## src/rtl/core/wamg_pkg.sv

```systemverilog
// Shared types and constants for the windowed average monotonic gauge.
// No dependencies; imported by the gauge core top level.
package wamg_pkg;

    // Default sizing handed to the top-level parameters
    localparam int DEF_SAMPLE_BITS = 10;
    localparam int DEF_MAX_WINDOW  = 4096;

    // Configuration register file
    localparam int          LIMIT_W     = 12;
    localparam int          PADDR_W     = 3;
    localparam int          PDATA_W     = 32;
    localparam int          REG_IDX_W   = PADDR_W - 2;
    localparam logic [LIMIT_W-1:0]   LIMIT_RESET      = 12'd2400;
    localparam logic [REG_IDX_W-1:0] REG_WINDOW_LIMIT = 1'b0;

    // Request kinds carried on the mode field
    localparam logic MODE_SAMPLE = 1'b0;
    localparam logic MODE_READ   = 1'b1;

    // Sequencer states
    typedef enum logic [1:0] {
        ST_IDLE,
        ST_DIV,
        ST_DONE
    } state_t;

endpackage

```

## src/rtl/core/windowed_average_monotonic_gauge_core.sv

```systemverilog
// Windowed average gauge with monotonic hold: sequencer, state and APB registers.
// Depends on wamg_pkg and wamg_div.
//
//  channel   | direction | handshake               | payload
//  ----------+-----------+-------------------------+----------------------------------
//  request   | in        | in_valid / in_ready     | mode, adc_sample, charging
//  result    | out       | out_valid / out_ready   | level_value, level_valid, window_closed
//  config    | in        | psel/penable/pwrite     | paddr, pwdata, prdata (pready tied high)
//
// No-average request: accepted straight into ST_DONE, which loads the result register.
// Window close or first level: ST_DIV waits on the bit-serial divider, then ST_DONE
// loads the result register.
// in_ready is high only while the sequencer is idle.
// Reset clears all state and loads the window limit with 2400.
// A stalled result holds in the output register; the next one waits in ST_DONE.
module windowed_average_monotonic_gauge_core
    import wamg_pkg::*;
#(
    parameter int SAMPLE_BITS = DEF_SAMPLE_BITS,
    parameter int MAX_WINDOW  = DEF_MAX_WINDOW
) (
    input  logic                   clk,
    input  logic                   rst_n,
    // request channel
    input  logic                   in_valid,
    output logic                   in_ready,
    input  logic                   mode,
    input  logic [SAMPLE_BITS-1:0] adc_sample,
    input  logic                   charging,
    // result channel
    output logic                   out_valid,
    input  logic                   out_ready,
    output logic [SAMPLE_BITS-1:0] level_value,
    output logic                   level_valid,
    output logic                   window_closed,
    // configuration port
    input  logic                   psel,
    input  logic                   penable,
    input  logic                   pwrite,
    input  logic [PADDR_W-1:0]     paddr,
    input  logic [PDATA_W-1:0]     pwdata,
    output logic [PDATA_W-1:0]     prdata,
    output logic                   pready
);

    localparam int CW    = $clog2(MAX_WINDOW) + 1;
    localparam int TW    = SAMPLE_BITS + $clog2(MAX_WINDOW);
    localparam int CMP_W = (CW > LIMIT_W) ? CW : LIMIT_W;
    localparam logic [CMP_W-1:0] LIMIT_CAP = CMP_W'(MAX_WINDOW - 1);

    state_t                 state_reg, state_next;
    logic [LIMIT_W-1:0]     limit_reg, limit_next;
    logic [CW-1:0]          count_reg, count_next;
    logic [TW-1:0]          total_reg, total_next;
    logic [SAMPLE_BITS-1:0] held_level_reg, held_level_next;
    logic                   held_valid_reg, held_valid_next;
    logic                   op_close_reg, op_close_next;
    logic                   op_read_reg, op_read_next;
    logic                   op_chg_reg, op_chg_next;
    logic                   out_valid_reg, out_valid_next;
    logic [SAMPLE_BITS-1:0] out_level_reg, out_level_next;
    logic                   out_lvalid_reg, out_lvalid_next;
    logic                   out_closed_reg, out_closed_next;

    logic                   div_start;
    logic [TW-1:0]          div_dvd;
    logic [CW-1:0]          div_dvr;
    logic                   div_done;
    logic [TW-1:0]          div_quo;

    logic [CMP_W-1:0]       limit_wide;
    logic [CW-1:0]          limit_eff;
    logic [TW-1:0]          total_sum;
    logic [SAMPLE_BITS-1:0] avg;
    logic                   cfg_wr;
    logic [REG_IDX_W-1:0]   reg_idx;

    wamg_div #(
        .DVD_W (TW),
        .DVR_W (CW)
    ) u_div (
        .clk      (clk),
        .rst_n    (rst_n),
        .start    (div_start),
        .dividend (div_dvd),
        .divisor  (div_dvr),
        .done     (div_done),
        .quotient (div_quo)
    );

    // Effective limit, capped to the deepest window the counter supports
    always_comb
    begin
        limit_wide = CMP_W'(limit_reg);
        if (limit_wide > LIMIT_CAP)
        begin
            limit_wide = LIMIT_CAP;
        end
        limit_eff = limit_wide[CW-1:0];
    end

    assign total_sum = total_reg + TW'(adc_sample);

    // Average saturated to the sample range
    assign avg = (|div_quo[TW-1:SAMPLE_BITS]) ? '1 : div_quo[SAMPLE_BITS-1:0];

    // APB access
    assign pready  = 1'b1;
    assign reg_idx = paddr[PADDR_W-1:2];
    assign cfg_wr  = psel && penable && pwrite && pready;
    assign prdata  = (reg_idx == REG_WINDOW_LIMIT) ? PDATA_W'(limit_reg) : '0;

    // Sequencer: next state and datapath updates
    always_comb
    begin
        state_next      = state_reg;
        limit_next      = limit_reg;
        count_next      = count_reg;
        total_next      = total_reg;
        held_level_next = held_level_reg;
        held_valid_next = held_valid_reg;
        op_close_next   = op_close_reg;
        op_read_next    = op_read_reg;
        op_chg_next     = op_chg_reg;
        out_valid_next  = out_valid_reg;
        out_level_next  = out_level_reg;
        out_lvalid_next = out_lvalid_reg;
        out_closed_next = out_closed_reg;
        div_start       = 1'b0;
        div_dvd         = total_sum;
        div_dvr         = count_reg;
        in_ready        = 1'b0;

        if (cfg_wr && (reg_idx == REG_WINDOW_LIMIT))
        begin
            limit_next = pwdata[LIMIT_W-1:0];
        end

        if (out_ready)
        begin
            out_valid_next = 1'b0;
        end

        unique case (state_reg)
            ST_IDLE:
            begin
                in_ready = 1'b1;
                if (in_valid)
                begin
                    op_close_next = 1'b0;
                    op_read_next  = 1'b0;
                    op_chg_next   = charging;
                    state_next    = ST_DONE;
                    if (mode == MODE_SAMPLE)
                    begin
                        if (count_reg >= limit_eff)
                        begin
                            // window closes: average over count+1 samples
                            op_close_next = 1'b1;
                            div_start     = 1'b1;
                            div_dvd       = total_sum;
                            div_dvr       = count_reg + CW'(1);
                            count_next    = '0;
                            total_next    = '0;
                            state_next    = ST_DIV;
                        end
                        else
                        begin
                            count_next = count_reg + CW'(1);
                            total_next = total_sum;
                        end
                    end
                    else if (!held_valid_reg && (count_reg != '0))
                    begin
                        // first read with pending samples: partial average
                        op_read_next = 1'b1;
                        div_start    = 1'b1;
                        div_dvd      = total_reg;
                        div_dvr      = count_reg;
                        state_next   = ST_DIV;
                    end
                end
            end
            ST_DIV:
            begin
                if (div_done)
                begin
                    if (op_read_reg)
                    begin
                        held_level_next = avg;
                        held_valid_next = 1'b1;
                    end
                    else if (op_chg_reg)
                    begin
                        // charging: level only rises, never created
                        if (held_valid_reg && (avg > held_level_reg))
                        begin
                            held_level_next = avg;
                        end
                    end
                    else if (!held_valid_reg || (avg < held_level_reg))
                    begin
                        // discharging: level only falls, or is created if none is held
                        held_level_next = avg;
                        held_valid_next = 1'b1;
                    end
                    state_next = ST_DONE;
                end
            end
            ST_DONE:
            begin
                if (!out_valid_reg || out_ready)
                begin
                    out_valid_next  = 1'b1;
                    out_level_next  = held_valid_reg ? held_level_reg : '0;
                    out_lvalid_next = held_valid_reg;
                    out_closed_next = op_close_reg;
                    state_next      = ST_IDLE;
                end
            end
            default:
            begin
                state_next = ST_IDLE;
            end
        endcase
    end

    // State registers
    always_ff @(posedge clk or negedge rst_n)
    begin
        if (!rst_n)
        begin
            state_reg      <= ST_IDLE;
            limit_reg      <= LIMIT_RESET;
            count_reg      <= '0;
            total_reg      <= '0;
            held_level_reg <= '0;
            held_valid_reg <= 1'b0;
            op_close_reg   <= 1'b0;
            op_read_reg    <= 1'b0;
            op_chg_reg     <= 1'b0;
            out_valid_reg  <= 1'b0;
            out_level_reg  <= '0;
            out_lvalid_reg <= 1'b0;
            out_closed_reg <= 1'b0;
        end
        else
        begin
            state_reg      <= state_next;
            limit_reg      <= limit_next;
            count_reg      <= count_next;
            total_reg      <= total_next;
            held_level_reg <= held_level_next;
            held_valid_reg <= held_valid_next;
            op_close_reg   <= op_close_next;
            op_read_reg    <= op_read_next;
            op_chg_reg     <= op_chg_next;
            out_valid_reg  <= out_valid_next;
            out_level_reg  <= out_level_next;
            out_lvalid_reg <= out_lvalid_next;
            out_closed_reg <= out_closed_next;
        end
    end

    assign out_valid     = out_valid_reg;
    assign level_value   = out_level_reg;
    assign level_valid   = out_lvalid_reg;
    assign window_closed = out_closed_reg;

    // Once a level exists it never goes away
    a_held_sticky: assert property (@(posedge clk) disable iff (!rst_n)
        held_valid_reg |=> held_valid_reg)
        else $error("held level lost its valid flag");

    // Divider is only launched from idle on an accepted request
    a_div_from_idle: assert property (@(posedge clk) disable iff (!rst_n)
        div_start |-> (state_reg == ST_IDLE) && in_valid)
        else $error("divider started outside an accepted request");

    // Sample count never passes the deepest window
    a_count_cap: assert property (@(posedge clk) disable iff (!rst_n)
        CMP_W'(count_reg) <= LIMIT_CAP)
        else $error("sample count beyond window capacity");

    // A divide finishing outside ST_DIV would drop an average
    a_done_in_div: assert property (@(posedge clk) disable iff (!rst_n)
        div_done |-> (state_reg == ST_DIV))
        else $error("divider finished while sequencer not waiting");

endmodule

```

## src/rtl/core/wamg_div.sv

```systemverilog
// Restoring divider, one quotient bit per cycle, one shared subtractor.
// Depends on nothing outside this file (the package is not needed here).
module wamg_div #(
    parameter int DVD_W = 22,
    parameter int DVR_W = 13
) (
    input  logic             clk,
    input  logic             rst_n,
    input  logic             start,
    input  logic [DVD_W-1:0] dividend,
    input  logic [DVR_W-1:0] divisor,
    output logic             done,
    output logic [DVD_W-1:0] quotient
);

    localparam int STEP_W = $clog2(DVD_W + 1);

    logic             busy_reg;
    logic             done_reg;
    logic [STEP_W-1:0] step_reg;
    logic [DVD_W-1:0] quo_reg;
    logic [DVR_W-1:0] rem_reg;
    logic [DVR_W-1:0] dvr_reg;

    logic [DVR_W:0]   trial;
    logic [DVR_W:0]   diff;
    logic             fits;

    // Trial subtract of the shifted partial remainder
    always_comb
    begin
        trial = {rem_reg, quo_reg[DVD_W-1]};
        diff  = trial - {1'b0, dvr_reg};
        fits  = (trial >= {1'b0, dvr_reg});
    end

    // Step control
    always_ff @(posedge clk or negedge rst_n)
    begin
        if (!rst_n)
        begin
            busy_reg <= 1'b0;
            done_reg <= 1'b0;
            step_reg <= '0;
        end
        else
        begin
            done_reg <= busy_reg && (step_reg == STEP_W'(1));
            if (start)
            begin
                busy_reg <= 1'b1;
                step_reg <= STEP_W'(DVD_W);
            end
            else if (busy_reg)
            begin
                step_reg <= step_reg - STEP_W'(1);
                if (step_reg == STEP_W'(1))
                begin
                    busy_reg <= 1'b0;
                end
            end
        end
    end

    // Datapath: quotient bits shift in where the dividend shifts out
    always_ff @(posedge clk)
    begin
        if (start)
        begin
            quo_reg <= dividend;
            rem_reg <= '0;
            dvr_reg <= divisor;
        end
        else if (busy_reg)
        begin
            quo_reg <= {quo_reg[DVD_W-2:0], fits};
            rem_reg <= fits ? diff[DVR_W-1:0] : trial[DVR_W-1:0];
        end
    end

    assign done     = done_reg;
    assign quotient = quo_reg;

endmodule
```

## config.mk

```make
export PLATFORM = sky130hd
export DESIGN_NAME = windowed_average_monotonic_gauge_core
export DESIGN_NICKNAME = d
export VERILOG_FILES = /design/src/rtl/core/wamg_pkg.sv /design/src/rtl/core/windowed_average_monotonic_gauge_core.sv /design/src/rtl/core/wamg_div.sv
export SDC_FILE = /design/constraint.sdc
export NUM_CORES = 1
export LEC_CHECK = 0
export ABC_AREA = 0
export BUFFER_PORTS_ARGS = -buffer_cell sky130_fd_sc_hd__buf_2
export CAP_MARGIN = 0
export CORE_ASPECT_RATIO = 1.25
export CORE_MARGIN = 3
export CORE_UTILIZATION = 50
export CTS_BUF_LIST = sky130_fd_sc_hd__clkbuf_8
export CTS_CLUSTER_SIZE = 40
export DETAILED_ROUTE_END_ITERATION = 10
export PLACE_DENSITY = 0.81
export SLEW_MARGIN = 5
export SYNTH_ARGS = -nofsm -noshare
export SYNTH_HDL_FRONTEND = slang
export SYNTH_HIERARCHICAL = 1
export SYNTH_SLANG_ARGS = --single-unit
```

## constraint.sdc

```tcl
create_clock -name clk -period 4.7 [get_ports clk]
set_input_delay 0.235 -clock clk [delete_from_list [all_inputs] [get_ports clk]]
set_output_delay 0.235 -clock clk [all_outputs]
set_load 0.01 [all_outputs]
```

# --- Word-level counts from Yosys, hierarchy flattened ---
# Index checks and enable logic that the tools add are counted.
op_classes:
  add_sub_neg: 4
  n_mul: 0
  n_div: 0
  magnitude_cmp: 4
  n_eq_ne: 8
  n_shift: 0
  n_mux: 46
  bitwise_logic: 2
  reduce_logical: 22
op_table:
  columns: ["cell", "n"]
  rows:
  - ["22-bit 2-to-1 mux", 7]
  - ["13-bit 2-to-1 mux", 6]
  - ["10-bit 2-to-1 mux", 6]
  - ["22-bit by 10-bit adder with 22-bit output", 1]
  - ["1-bit 2-to-1 mux", 17]
  - ["14-bit by 13-bit greater-or-equal comparator with 1-bit output", 1]
  - ["13-bit by 1-bit adder with 13-bit output (second input constant)", 1]
  - ["13-bit by 12-bit greater-or-equal comparator with 1-bit output", 1]
  - ["13-bit nonzero test", 1]
  - ["13-bit subtractor", 1]
  - ["12-bit 2-to-1 mux", 1]
  - ["2-bit 2-to-1 mux", 6]
  - ["12-bit OR reduction", 1]
  - ["10-bit > comparator", 1]
  - ["10-bit less-than comparator", 1]
  - ["5-bit 2-to-1 mux", 2]
  - ["4-bit AND reduction", 2]
  - ["1-bit logical AND", 6]
  - ["2-bit != test (second input constant)", 3]
  - ["2-bit case mux with 3 select lines", 1]
  - ["3-bit AND reduction", 2]
  - ["5-bit by 1-bit equality test with 1-bit output (second input constant)", 1]
  - ["5-bit by 1-bit subtractor with 5-bit output (second input constant)", 1]
  - ["2-bit AND reduction", 2]
  - ["10 further kinds", 14]
totals:
  register_bits: 131
  latch_bits: 0
  ramBits: 0
  romBits: 0
  input_bits: 54
  wordCells: 105
  memories: 0

# --- Depth between registers and ports, before layout ---
# Gate-level depths: netlist of run 1.
depth:
  word_depth: 7
  depth_mapped: 14
  ltp_nobuf: 12

# --- Cells and area by module ---
# Netlist of run 1, hierarchy kept.
modules_own_cells:
  columns: ["module", "instances", "cells_each", "area_each_um2", "seq_area_each_um2"]
  rows:
  - ["windowed_average_monotonic_gauge_core", 1, 583, 5218.8, 1906.8]
  - ["wamg_div", 1, 257, 2947.8, 1486.4]

# --- Worst setup path before layout of run 1 ---
# OpenSTA, ideal clock, no wires.
synth_path:
  kind: "flip-flop to flip-flop"
  from: "reg limit_reg[6]"
  to: "reg u_div.quo_reg[0], in the netlist u_div/quotient[0] (enable)"
  setup_ns: 0.378
  arrival_time_ns: 3.655
  required_time_ns: 4.322
  slack_ns: 0.668
  path_stages_with_launch: 14
  n_path_buf: 2
  path_cell_list: "dfstp_2 > inv_1 > ha_1 > a21oi_1 > o21a_1 > o21ai_0 > a21o_1 > inv_1 > buf_2 > o21a_1 > nor2_1 > buf_1 > nor2_1 > inv_1"
synth_between:
  elab_chain_cells: 6
synth_lines:
  columns: ["item", "line", "rtl"]
  rows:
  - ["from (decl)", "windowed_average_monotonic_gauge_core.sv:52", "logic [LIMIT_W-1:0] limit_reg, limit_next;"]
  - ["from (signal assigned)", "windowed_average_monotonic_gauge_core.sv:250", "limit_reg <= limit_next;"]
  - ["13-bit by 12-bit greater-or-equal comparator with 1-bit output", "windowed_average_monotonic_gauge_core.sv:156", "if (count_reg >= limit_eff)"]
  - ["1-bit 2-to-1 mux", "windowed_average_monotonic_gauge_core.sv:156", null]
  - ["1-bit 2-to-1 mux", "windowed_average_monotonic_gauge_core.sv:154", "if (mode == MODE_SAMPLE)"]
  - ["1-bit 2-to-1 mux", "windowed_average_monotonic_gauge_core.sv:148", "if (in_valid)"]
  - ["1-bit 2-to-1 mux", "windowed_average_monotonic_gauge_core.sv:144", "unique case (state_reg)"]
  - ["named net div_start", "windowed_average_monotonic_gauge_core.sv:65", "logic div_start;"]
  - ["2-bit nonzero test (no line)", null, null]
  - ["to (signal assigned)", "wamg_div.sv:70", "quo_reg <= dividend;"]
  - ["to (signal assigned)", "wamg_div.sv:76", "quo_reg <= {quo_reg[DVD_W-2:0], fits};"]
  - ["to (decl)", "wamg_div.sv:21", "logic [DVD_W-1:0] quo_reg;"]
# The timed path passes the listed nets, and every way through them passes these cells.
# A chain may end at the register's enable or synchronous reset.

# --- Worst setup path in the final report of run 1 ---
layout_path:
  from: "reg u_div.quo_reg[21], in the netlist u_div/quotient[21]"
  to: "reg held_level_reg[6]"
layout_between:
  elab_chain_cells: 6
  elab_cells_between_ends: 13
layout_lines:
  columns: ["item", "line", "rtl"]
  rows:
  - ["12-bit OR reduction (*)", "windowed_average_monotonic_gauge_core.sv:105", "assign avg = (|div_quo[TW-1:SAMPLE_BITS]) ? '1 : div_quo[SAMPLE_BITS-1:0];"]
  - ["10-bit 2-to-1 mux (*)", "windowed_average_monotonic_gauge_core.sv:105", null]
  - ["named net avg[3]", "windowed_average_monotonic_gauge_core.sv:74", "logic [SAMPLE_BITS-1:0] avg;"]
  - ["10-bit > comparator or 10-bit less-than comparator (tied branches)", "windowed_average_monotonic_gauge_core.sv:196, windowed_average_monotonic_gauge_core.sv:201", null]
  - ["1-bit logical AND or 1-bit logical OR (tied branches)", "windowed_average_monotonic_gauge_core.sv:196, windowed_average_monotonic_gauge_core.sv:201", null]
  - ["3-bit by 2-bit != test with 1-bit output (no line) or 3-bit nonzero test (tied branches)", null, null]
  - ["4-bit AND reduction (no line) (*)", null, null]
  - ["to (signal assigned)", "windowed_average_monotonic_gauge_core.sv:253", "held_level_reg <= held_level_next;"]
  - ["to (decl)", "windowed_average_monotonic_gauge_core.sv:55", "logic [SAMPLE_BITS-1:0] held_level_reg, held_level_next;"]
# The timed path passes the listed nets; every way through them passes the cells marked *. The select of a mux whose other input is x is not followed.

==> results.json, run 1 <==
{
  "design_area_um2": 9010,
  "route.detailed.drc": 0,
  "avgSynthCellArea_um2": 9.72,
  "grt_usage": 0.193,
  "numPortBuffers": 57,
  "cts_resized": 0,
  "cts_buffers": 17,
  "synth.top_cell.area_share": 0.242,
  "multi_input_area_um2": 4360,
  "whs_ps": 21.5,
  "overflow": 0,
  "finalSetupViolations": 0,
  "crit_path_start_kind": "flop",
  "drt_iter0_drc": 320,
  "ys_types": 76,
  "place_hpwl_mm": 11.8,
  "drv_cap": 0,
  "end_kind": "flop",
  "period_needed_ps": 3730,
  "seq_area_um2": 3390,
  "dr_total_vias": 6185,
  "antenna_found_initial": 1,
  "first_global_vias": 6090,
  "antenna_left": 0,
  "p_per_area_nw_per_um2": 571,
  "core_um2": 15800,
  "status": "finished clean",
  "finalNetCount": 1002,
  "yosysMostFrequentCell": "nand2_1",
  "areaGrowthSynthToFinish_pct": 10.3,
  "cts_sinks": 131,
  "critPathMaxFanout": 10,
  "timing.fmax_mhz": 268,
  "wl_per_cell_um": 15.0,
  "synth.cell_area_um2": 8170,
  "crit_required_ps": 5040,
  "clock_latency_ps": 450,
  "ys_top_cells_by_area": "dfrtp_1 (24%), edfxtp_1 (13%), ha_1 (7.7%)",
  "crit_type": "reg2reg",
  "dpl-instance-area_um2": 8540,
  "grt_max_degree": 53,
  "viasPerCell": 5.52,
  "synth_common_cells": "nand2_1 (90), dfrtp_1 (79), nor2_1 (57), ha_1 (50), inv_1 (49)",
  "async_flop_share": 0.634,
  "finalMaxSlewViolations": 0,
  "htreeDepth": 4,
  "finalHoldViolCount": 0,
  "setup_tns_ps": 0,
  "leakage_nw": 4.04,
  "slew-limit-headroom": 0.363,
  "tritoncts": "done",
  "die-area_um2": 17900,
  "grt_pass1_wl_mm": 28.3,
  "drive_gt1_frac": 0.191,
  "ys_ff_latch": 131,
  "path_clk_slew_ps": 80,
  "ios": 101,
  "synth-edff-count": 35,
  "arrival_ps": 4060,
  "synth_warnings": 6,
  "initial_core_util": 0.516,
  "dieHeight_um": 149,
  "clockRootBuffer": "clkbuf_8",
  "diodes": 0,
  "drtPass1Iterations": 5,
  "ir_worst_vdd_v": 0.000304,
  "syn_inst": 840,
  "tightest_slew_ps": 954,
  "fillCellCount": 1388,
  "yosys.area.top_type": "dfrtp_1",
  "ys_seq_area_frac": 0.416,
  "ys.flop_type": "dfrtp_1",
  "hold_class": "in2reg",
  "fp.dieW_um": 120,
  "fp-row-count": 51,
  "cts_buffer_depth": 2,
  "fin_skew_ps": 10.6,
  "gp_congestion": 0.873,
  "rsz0062_at_grt": "no",
  "timing.final.crit_share": 0.793,
  "power_mw": 5.15,
  "drt-total-wl_mm": 16.8
}
[layout make-up]
class | count | area share
timing repair buffer | 71 | 0.0458
sequential | 131 | 0.377
clock inverter | 15 | 0.0171
clock buffer | 17 | 0.0260
multi-input combinational | 626 | 0.485
tap | 212 | 0.0294
inverter | 49 | 0.0204
[worst paths after layout]
check / cells past startpoint / startpoint / slack [ps] / to
worst max register to register: 10 / u_div/quotient[21]$_DFFE_PP_ / 970 / held_level_reg[6]$_DFFE_PN0P_
worst max-delay path: 10 / u_div/quotient[21]$_DFFE_PP_ / 970 / held_level_reg[6]$_DFFE_PN0P_
worst min register to register: 1 / u_div/done$_DFF_PN0_ / 460 / state_reg[0]$_DFFE_PN0P_
max in group asynchronous: 3 / rst_n / 3400 / count_reg[12]$_DFFE_PN0P_
min in group asynchronous: 2 / rst_n / 330 / limit_reg[7]$_DFFE_PN0P_
worst min-delay path: 2 / charging / 20 / op_chg_reg$_DFFE_PN0P_
[worst max-delay path: stages, from the launching register on]
cell       delay (ps)
edfxtp_1          420
nor4_1            290
nand3_1           290
or2_2             380
ha_1              310
a21oi_1           160
o21ai_0           150
a2111oi_0         660
o21ai_0           320
nand2_2           260
mux2_2            370
[timing repair]
action / 4_1_cts / 5_1_grt
endpoints found under the hold margin: 47 / 0
buffers inserted: 0 / 0
hold buffers: 8 / 0
[cell families (layout without fill, tap and decap cells)]
logic type	count (synthesis)	in the layout	share of synthesized area
adders and majority gates	52	52	0.0815
xor gates and xnor gates	41	41	0.0440
muxes	59	59	0.0795
DFF	131	131	0.416
other	2	21	0.000920
and+or+nand+nor	278	278	0.168
AOI/OAI and AO/OA	175	175	0.150
buffers and inverters	102	152	0.0601
[report_power, final]
| part | switching (mW) | internal, mW | total, mW |
|---|---|---|---|
| clock | 0.437 | 0.511 | 0.948 |
| combinational | 1.28 | 1.03 | 2.31 |
| sequential | 0.290 | 1.60 | 1.89 |
| total | 2.01 | 3.14 | 5.15 |
[per-stage QoR]
step           setup slack (ps)   util  instances
3_5_place_dp                996  0.540       1081
6_report                    973  0.569       1121
2_1_floorplan               668      -        859
5_1_grt                     691  0.569       1121
4_1_cts                     976  0.569       1121
3_3_place_gp               1090  0.540       1081
[cell usage in the layout (no fill, tap or decap), types with 8 or more instances in the layout]
master / Yosys / final
a211oi_1: 15 / 15
a21o_1: 11 / 11
a21oi_1: 29 / 29
a22o_1: 15 / 15
and3_1: 10 / 10
buf_2: 5 / 56
clkbuf_8: 0 / 17
conb_1: 2 / 21
dfrtp_1: 79 / 79
dfxtp_1: 13 / 13
dlygate4sd3_1: 0 / 8
edfxtp_1: 35 / 35
ha_1: 50 / 50
inv_1: 49 / 54
mux2_2: 47 / 47
mux2i_1: 12 / 12
nand2_1: 90 / 90
nand2b_1: 12 / 12
nand3_1: 28 / 28
nand4_1: 8 / 8
nor2_1: 57 / 55
nor2b_1: 9 / 9
nor3_1: 12 / 12
nor4_1: 9 / 9
o21a_1: 11 / 11
o21ai_0: 41 / 41
o31ai_1: 13 / 13
or2_2: 15 / 15
xnor2_1: 31 / 31
xor2_1: 10 / 10
[per-layer routing]
layer	GRT usage	vias to the layer above	part of all wire	wire, um
li1	-	3067	-	-
met1	0.241	2949	0.44	7440
met2	0.327	140	0.50	8310
met3	0.0436	27	0.040	677
met4	0.0697	2	0.021	345
met5	0	-	0.00042	7
Power figures use the tool's default switching activity.
==> inputs of run 2 (changes only) <==
--- a/config.mk
+++ b/config.mk
@@ -5,7 +5,7 @@
 export SDC_FILE = /design/constraint.sdc
 export NUM_CORES = 1
 export LEC_CHECK = 0
-export ABC_AREA = 0
+export ABC_AREA = 1
 export BUFFER_PORTS_ARGS = -buffer_cell sky130_fd_sc_hd__buf_2
 export CAP_MARGIN = 0
 export CORE_ASPECT_RATIO = 1.25
@@ -14,7 +14,7 @@
 export CTS_BUF_LIST = sky130_fd_sc_hd__clkbuf_8
 export CTS_CLUSTER_SIZE = 40
 export DETAILED_ROUTE_END_ITERATION = 10
-export PLACE_DENSITY = 0.81
+export PLACE_DENSITY = 0.84
 export SLEW_MARGIN = 5
 export SYNTH_ARGS = -nofsm -noshare
 export SYNTH_HDL_FRONTEND = slang
==> constraint.sdc (replaced) <==
create_clock -name clk -period 3.25 [get_ports clk]
set_input_delay 0.1625 -clock clk [delete_from_list [all_inputs] [get_ports clk]]
set_output_delay 0.1625 -clock clk [all_outputs]
set_load 0.01 [all_outputs]
==> results.json, run 2 <==
{
  "finalNetCount": 1366,
  "ys_seq_area_frac": 0.391,
  "cts_buffers": 17,
  "ys_top_cells_by_area": "dfrtp_1 (23%), nand2_1 (17%), edfxtp_1 (12%)",
  "route.detailed.drc": 0,
  "timing.final.crit_share": 0.877,
  "finalSetupViolations": 0,
  "hold_class": "in2reg",
  "ir_worst_vdd_v": 0.000373,
  "die-area_um2": 19000,
  "wl_per_cell_um": 13.3,
  "leakage_nw": 5.20,
  "layout_commonest_cell": "nand2_1",
  "drt_iter0_drc": 458,
  "finalMaxSlewViolations": 0,
  "tightest_slew_ps": 879,
  "avgSynthCellArea_um2": 7.35,
  "numPortBuffers": 57,
  "synth.top_cell.area_share": 0.228,
  "viasPerCell": 5.16,
  "final_cell_mix": "nand2_1 (398), inv_1 (155), nand3_1 (88)",
  "antenna_left": 0,
  "cts_sinks": 131,
  "rsz0062_at_grt": "no",
  "ys_types": 49,
  "crit_type": "reg2reg",
  "gp_congestion": 0.963,
  "tritoncts": "done",
  "ios": 101,
  "grt_usage": 0.218,
  "first_global_vias": 7344,
  "grt_pass1_wl_mm": 33.7,
  "htreeDepth": 4,
  "path_clk_slew_ps": 80,
  "p_per_area_nw_per_um2": 830,
  "fp-row-count": 53,
  "core_um2": 16900,
  "status": "finished clean",
  "grt_max_degree": 50,
  "synth_warnings": 6,
  "setup_tns_ps": 0,
  "seq_area_um2": 3390,
  "clock_latency_ps": 460,
  "dr_total_vias": 7708,
  "power_mw": 8.10,
  "crit_required_ps": 3600,
  "ys_ff_latch": 131,
  "fin_skew_ps": 15.5,
  "cts_buffer_depth": 2,
  "clockRootBuffer": "clkbuf_8",
  "arrival_ps": 3200,
  "end_kind": "flop",
  "async_flop_share": 0.634,
  "place_hpwl_mm": 14.4,
  "period_needed_ps": 2850,
  "multi_input_area_um2": 4450,
  "yosysMostFrequentCell": "nand2_1",
  "synth-edff-count": 35,
  "areaGrowthSynthToFinish_pct": 12.3,
  "antenna_found_initial": 0,
  "fp.dieW_um": 124,
  "drv_cap": 0,
  "slew-limit-headroom": 0.413,
  "synth.cell_area_um2": 8690,
  "fillCellCount": 1496,
  "drtPass1Iterations": 5,
  "syn_inst": 1182,
  "initial_core_util": 0.514,
  "crit_path_start_kind": "flop",
  "finalHoldViolCount": 0,
  "yosys.area.top_type": "dfrtp_1",
  "drive_gt1_frac": 0.125,
  "rrSetupSlack_ps": 400,
  "timing.fmax_mhz": 351,
  "ys.flop_type": "dfrtp_1",
  "synth_common_cells": "nand2_1 (398), inv_1 (155), nand3_1 (88), nor2_1 (83), dfrtp_1 (79)",
  "dieHeight_um": 153,
  "diodes": 0,
  "drt-total-wl_mm": 19.8,
  "critPathMaxFanout": 11,
  "overflow": 0
}
-- run 2: repair_timing --
item / in CTS / in global routing
hold endpoints to repair: 61 / 0
hold buffers: 15 / 0
setup endpoints to repair: 0 / 10
gates resized for setup: 0 / 0
buffers inserted: 0 / 1
-- run 2: path summary, 6_finish.rpt --
check	to	from	cells after the start
hold reg to reg	level_valid$_DFFE_PN0P_	level_valid$_DFFE_PN0P_	2
min in group asynchronous	total_reg[19]$_DFFE_PN0P_	rst_n	2
setup reg to reg	held_level_reg[6]$_DFFE_PN0P_	u_div/quotient[13]$_DFFE_PP_	17
max in group asynchronous	limit_reg[8]$_DFFE_PN1P_	rst_n	3
hold / removal	op_read_reg$_DFFE_PN0P_	in_valid	4
setup / recovery	held_level_reg[6]$_DFFE_PN0P_	u_div/quotient[13]$_DFFE_PP_	17
-- run 2: critical path: stages (launching register included) --
cell and delay, ps:
edfxtp_1 400, or2_2 330, nor4_4 120, buf_4 190, nand3b_1 120, ha_1 310
nand2_1 100, inv_1 40, nand2_1 50, nand2_1 40, nand2_1 50, nand3_1 110
nand3_1 90, nand2_1 50, inv_1 230, nand2_1 270, nand2_1 130, nand2_1 60
-- run 2: area by class of cell --
type | count | area share
inverter | 167 | 0.0645
multi-input combinational | 856 | 0.456
timing repair buffer | 87 | 0.0564
tap | 220 | 0.0282
sequential | 131 | 0.348
clock inverter | 15 | 0.0233
clock buffer | 17 | 0.0240
-- run 2: cell families after synthesis --
group | Yosys count | share of synthesized area
flops | 131 | 0.391
other cells | 2 | 0.000865
simple gates | 656 | 0.339
buf+inv | 214 | 0.106
fa+ha+maj | 52 | 0.0766
compound gates | 103 | 0.0635
xor+xnor | 24 | 0.0242
-- run 2: through the flow --
step / area [um^2] / util / instances / setup slack (ps) / hold WS, ps
6_report: 9760 / 0.577 / 1493 / 398 / 86.6
5_1_grt: 9760 / 0.577 / 1493 / 154 / 70.9
4_1_cts: 9750 / 0.577 / 1492 / 141 / 57.9
3_5_place_dp: 9140 / 0.540 / 1445 / 187 / 231
3_3_place_gp: 9140 / 0.540 / 1445 / 296 / 229
2_1_floorplan: 8760 / - / 1201 / 97.8 / -133
-- run 2: layer usage --
layer,vias up,wire length [um],share of wire,global-route usage
met5,-,0,0,0
met4,0,373,0.019,0.0746
met3,35,1200,0.061,0.0403
met2,261,9460,0.48,0.361
met1,3529,8770,0.44,0.284
li1,3883,-,-,-
-- run 2: power breakdown --
| group | switching [mW] | internal, mW |
|---|---|---|
| registers | 0.387 | 2.31 |
| logic | 2.44 | 1.34 |
| clock network | 0.700 | 0.921 |
| total | 3.53 | 4.58 |
==> inputs of run 3 (changes only) <==
--- a/config.mk
+++ b/config.mk
@@ -15,6 +15,7 @@
 export CTS_CLUSTER_SIZE = 40
 export DETAILED_ROUTE_END_ITERATION = 10
 export PLACE_DENSITY = 0.84
+export REMOVE_ABC_BUFFERS = 1
 export SLEW_MARGIN = 5
 export SYNTH_ARGS = -nofsm -noshare
 export SYNTH_HDL_FRONTEND = slang
==> results.json, run 3 (same netlist as run 2, synthesis figures left out) <==
{
  "tightest_slew_ps": 982,
  "whs_path_depth": 3,
  "drt_iter0_drc": 438,
  "swShare": 0.441,
  "whs_ps": 108,
  "path_clk_slew_ps": 80,
  "cts_buffer_depth": 2,
  "timing.final.crit_share": 0.876,
  "grt_pass1_wl_mm": 33.1,
  "dr_total_vias": 7645,
  "finalHoldViolCount": 0,
  "finalMaxSlewViolations": 0,
  "die-area_um2": 19000,
  "dieHeight_um": 153,
  "busiest_layer": "met2",
  "antenna_found_initial": 0,
  "first_global_vias": 7334,
  "p_sw_mw": 3.48,
  "grt_use_met2": 0.359,
  "htreeDepth": 4,
  "place_hpwl_mm": 14.2,
  "slew-limit-headroom": 0.346,
  "overflow": 0,
  "cts_sinks": 131,
  "diodes": 0,
  "route.detailed.drc": 0,
  "grt_use_met3": 0.0392,
  "final_cell_mix": "nand2_1 (398), inv_1 (155), nand3_1 (88)",
  "cts_buffers": 17,
  "use_met1": 0.270,
  "wl_per_cell_um": 13.2,
  "power_frac_seq": 0.340,
  "crit_type": "reg2reg",
  "gp_congestion": 0.943,
  "core_um2": 16900,
  "viasPerCell": 5.13,
  "power_mw": 7.89,
  "drv_cap": 0,
  "rrSetupSlack_ps": 400,
  "combPwrFrac": 0.479,
  "end_kind": "flop",
  "numPortBuffers": 57,
  "grt_usage": 0.215,
  "critPathMaxFanout": 11,
  "crit_path_start_kind": "flop",
  "stdcell_count": 1491,
  "tritoncts": "done",
  "p_int_mw": 4.41,
  "drt-total-wl_mm": 19.7,
  "r2r_cells": 17,
  "clockRootBuffer": "clkbuf_8",
  "finalNetCount": 1364,
  "pwr-share-clk": 0.180,
  "drtPass1Iterations": 5,
  "hold_class": "in2reg",
  "clock_latency_ps": 460,
  "fp.dieW_um": 124,
  "rsz0062_at_grt": "no",
  "arrival_ps": 3190,
  "leakage_nw": 5.16,
  "crit_required_ps": 3590,
  "period_needed_ps": 2850,
  "initial_core_util": 0.514,
  "fin_skew_ps": 11.9,
  "design_area_um2": 9690,
  "ios": 101,
  "layout_commonest_cell": "nand2_1",
  "status": "finished clean",
  "fp-row-count": 53,
  "timing.fmax_mhz": 351,
  "cts_resized": 0,
  "drive_gt1_frac": 0.122,
  "grt_max_degree": 75,
  "dp.cells": 1443,
  "dpl-instance-area_um2": 9140,
  "antenna_left": 0,
  "ir_worst_vdd_v": 0.000342,
  "areaGrowthSynthToFinish_pct": 11.6,
  "p_per_area_nw_per_um2": 814,
  "finalSetupViolations": 0
}
==> run 3: changes by cell type in the layout (fill, tap and decap cells not counted), sizes merged <==
| cell | change |
|---|---|
| clkinv | +3 |
| inv | -3 |
| buf | -2 |
| bufinv | -2 |
| clkinvlp | +2 |
==> run 3: worst max-delay path, stage by stage (launching register included) <==
cell      delay, ps
edfxtp_1        380
or2_2           330
nor4_4          210
buf_4           210
nand3b_1        100
ha_1            300
nand2_1          90
inv_1            40
nand2_1          50
nand2_1          40
nand2_1          50
nand3_1         110
nand3_1         100
nand2_1          50
inv_1           220
nand2_1         270
nand2_1         120
nand2_1          70
==> run 3: routing by layer <==
layer / wire length [um] / share of wire
met1: 8350 / 0.42
met2: 9710 / 0.49
met5: 0 / 0
met4: 470 / 0.024
met3: 1170 / 0.059
==> run 3: cell type report <==
type / instances / area [um^2]
clock inverter: 15 / 165
sequential: 131 / 3390
fill: 1517 / 7220
timing repair buffer: 85 / 548
multi-input combinational: 856 / 4450
inverter: 167 / 629
clock buffer: 17 / 234
tap: 220 / 275
==> run 3: stage by stage <==
stage / setup TNS, ps / setup WS [ps] / util
6_report: 0 / 404 / 0.573
3_5_place_dp: 0 / 161 / 0.540
2_1_floorplan: -19760 / -478 / -
3_3_place_gp: 0 / 254 / 0.540
5_1_grt: 0 / 38.9 / 0.573
4_1_cts: 0 / 139 / 0.573
==> run 3: final timing paths <==
kind	endpoint	startpoint
worst min register to register	held_level_reg[4]$_DFFE_PN0P_	held_level_reg[4]$_DFFE_PN0P_
worst max register to register	held_level_reg[1]$_DFFE_PN0P_	u_div/quotient[13]$_DFFE_PP_
worst min-delay path	op_read_reg$_DFFE_PN0P_	mode
worst max-delay path	held_level_reg[1]$_DFFE_PN0P_	u_div/quotient[13]$_DFFE_PP_
max in group asynchronous	count_reg[6]$_DFFE_PN0P_	rst_n
min in group asynchronous	held_level_reg[8]$_DFFE_PN0P_	rst_n
==> run 3: power by group through the flow <==
stage	sequential (mW)	combinational, mW	clock, mW
CTS	2.68	3.75	1.45
detailed placement	2.71	3.72	0
global route	2.75	4.29	1.51
finish	2.69	3.78	1.42
floorplan	2.62	2.80	0
global placement	2.69	3.60	0
==> run 3: repair_timing <==
action / 4_1_cts / 5_1_grt
setup buffers: 0 / 1
endpoints found under the setup margin: 0 / 10
hold buffers: 15 / 0
hold endpoints to repair: 83 / 0
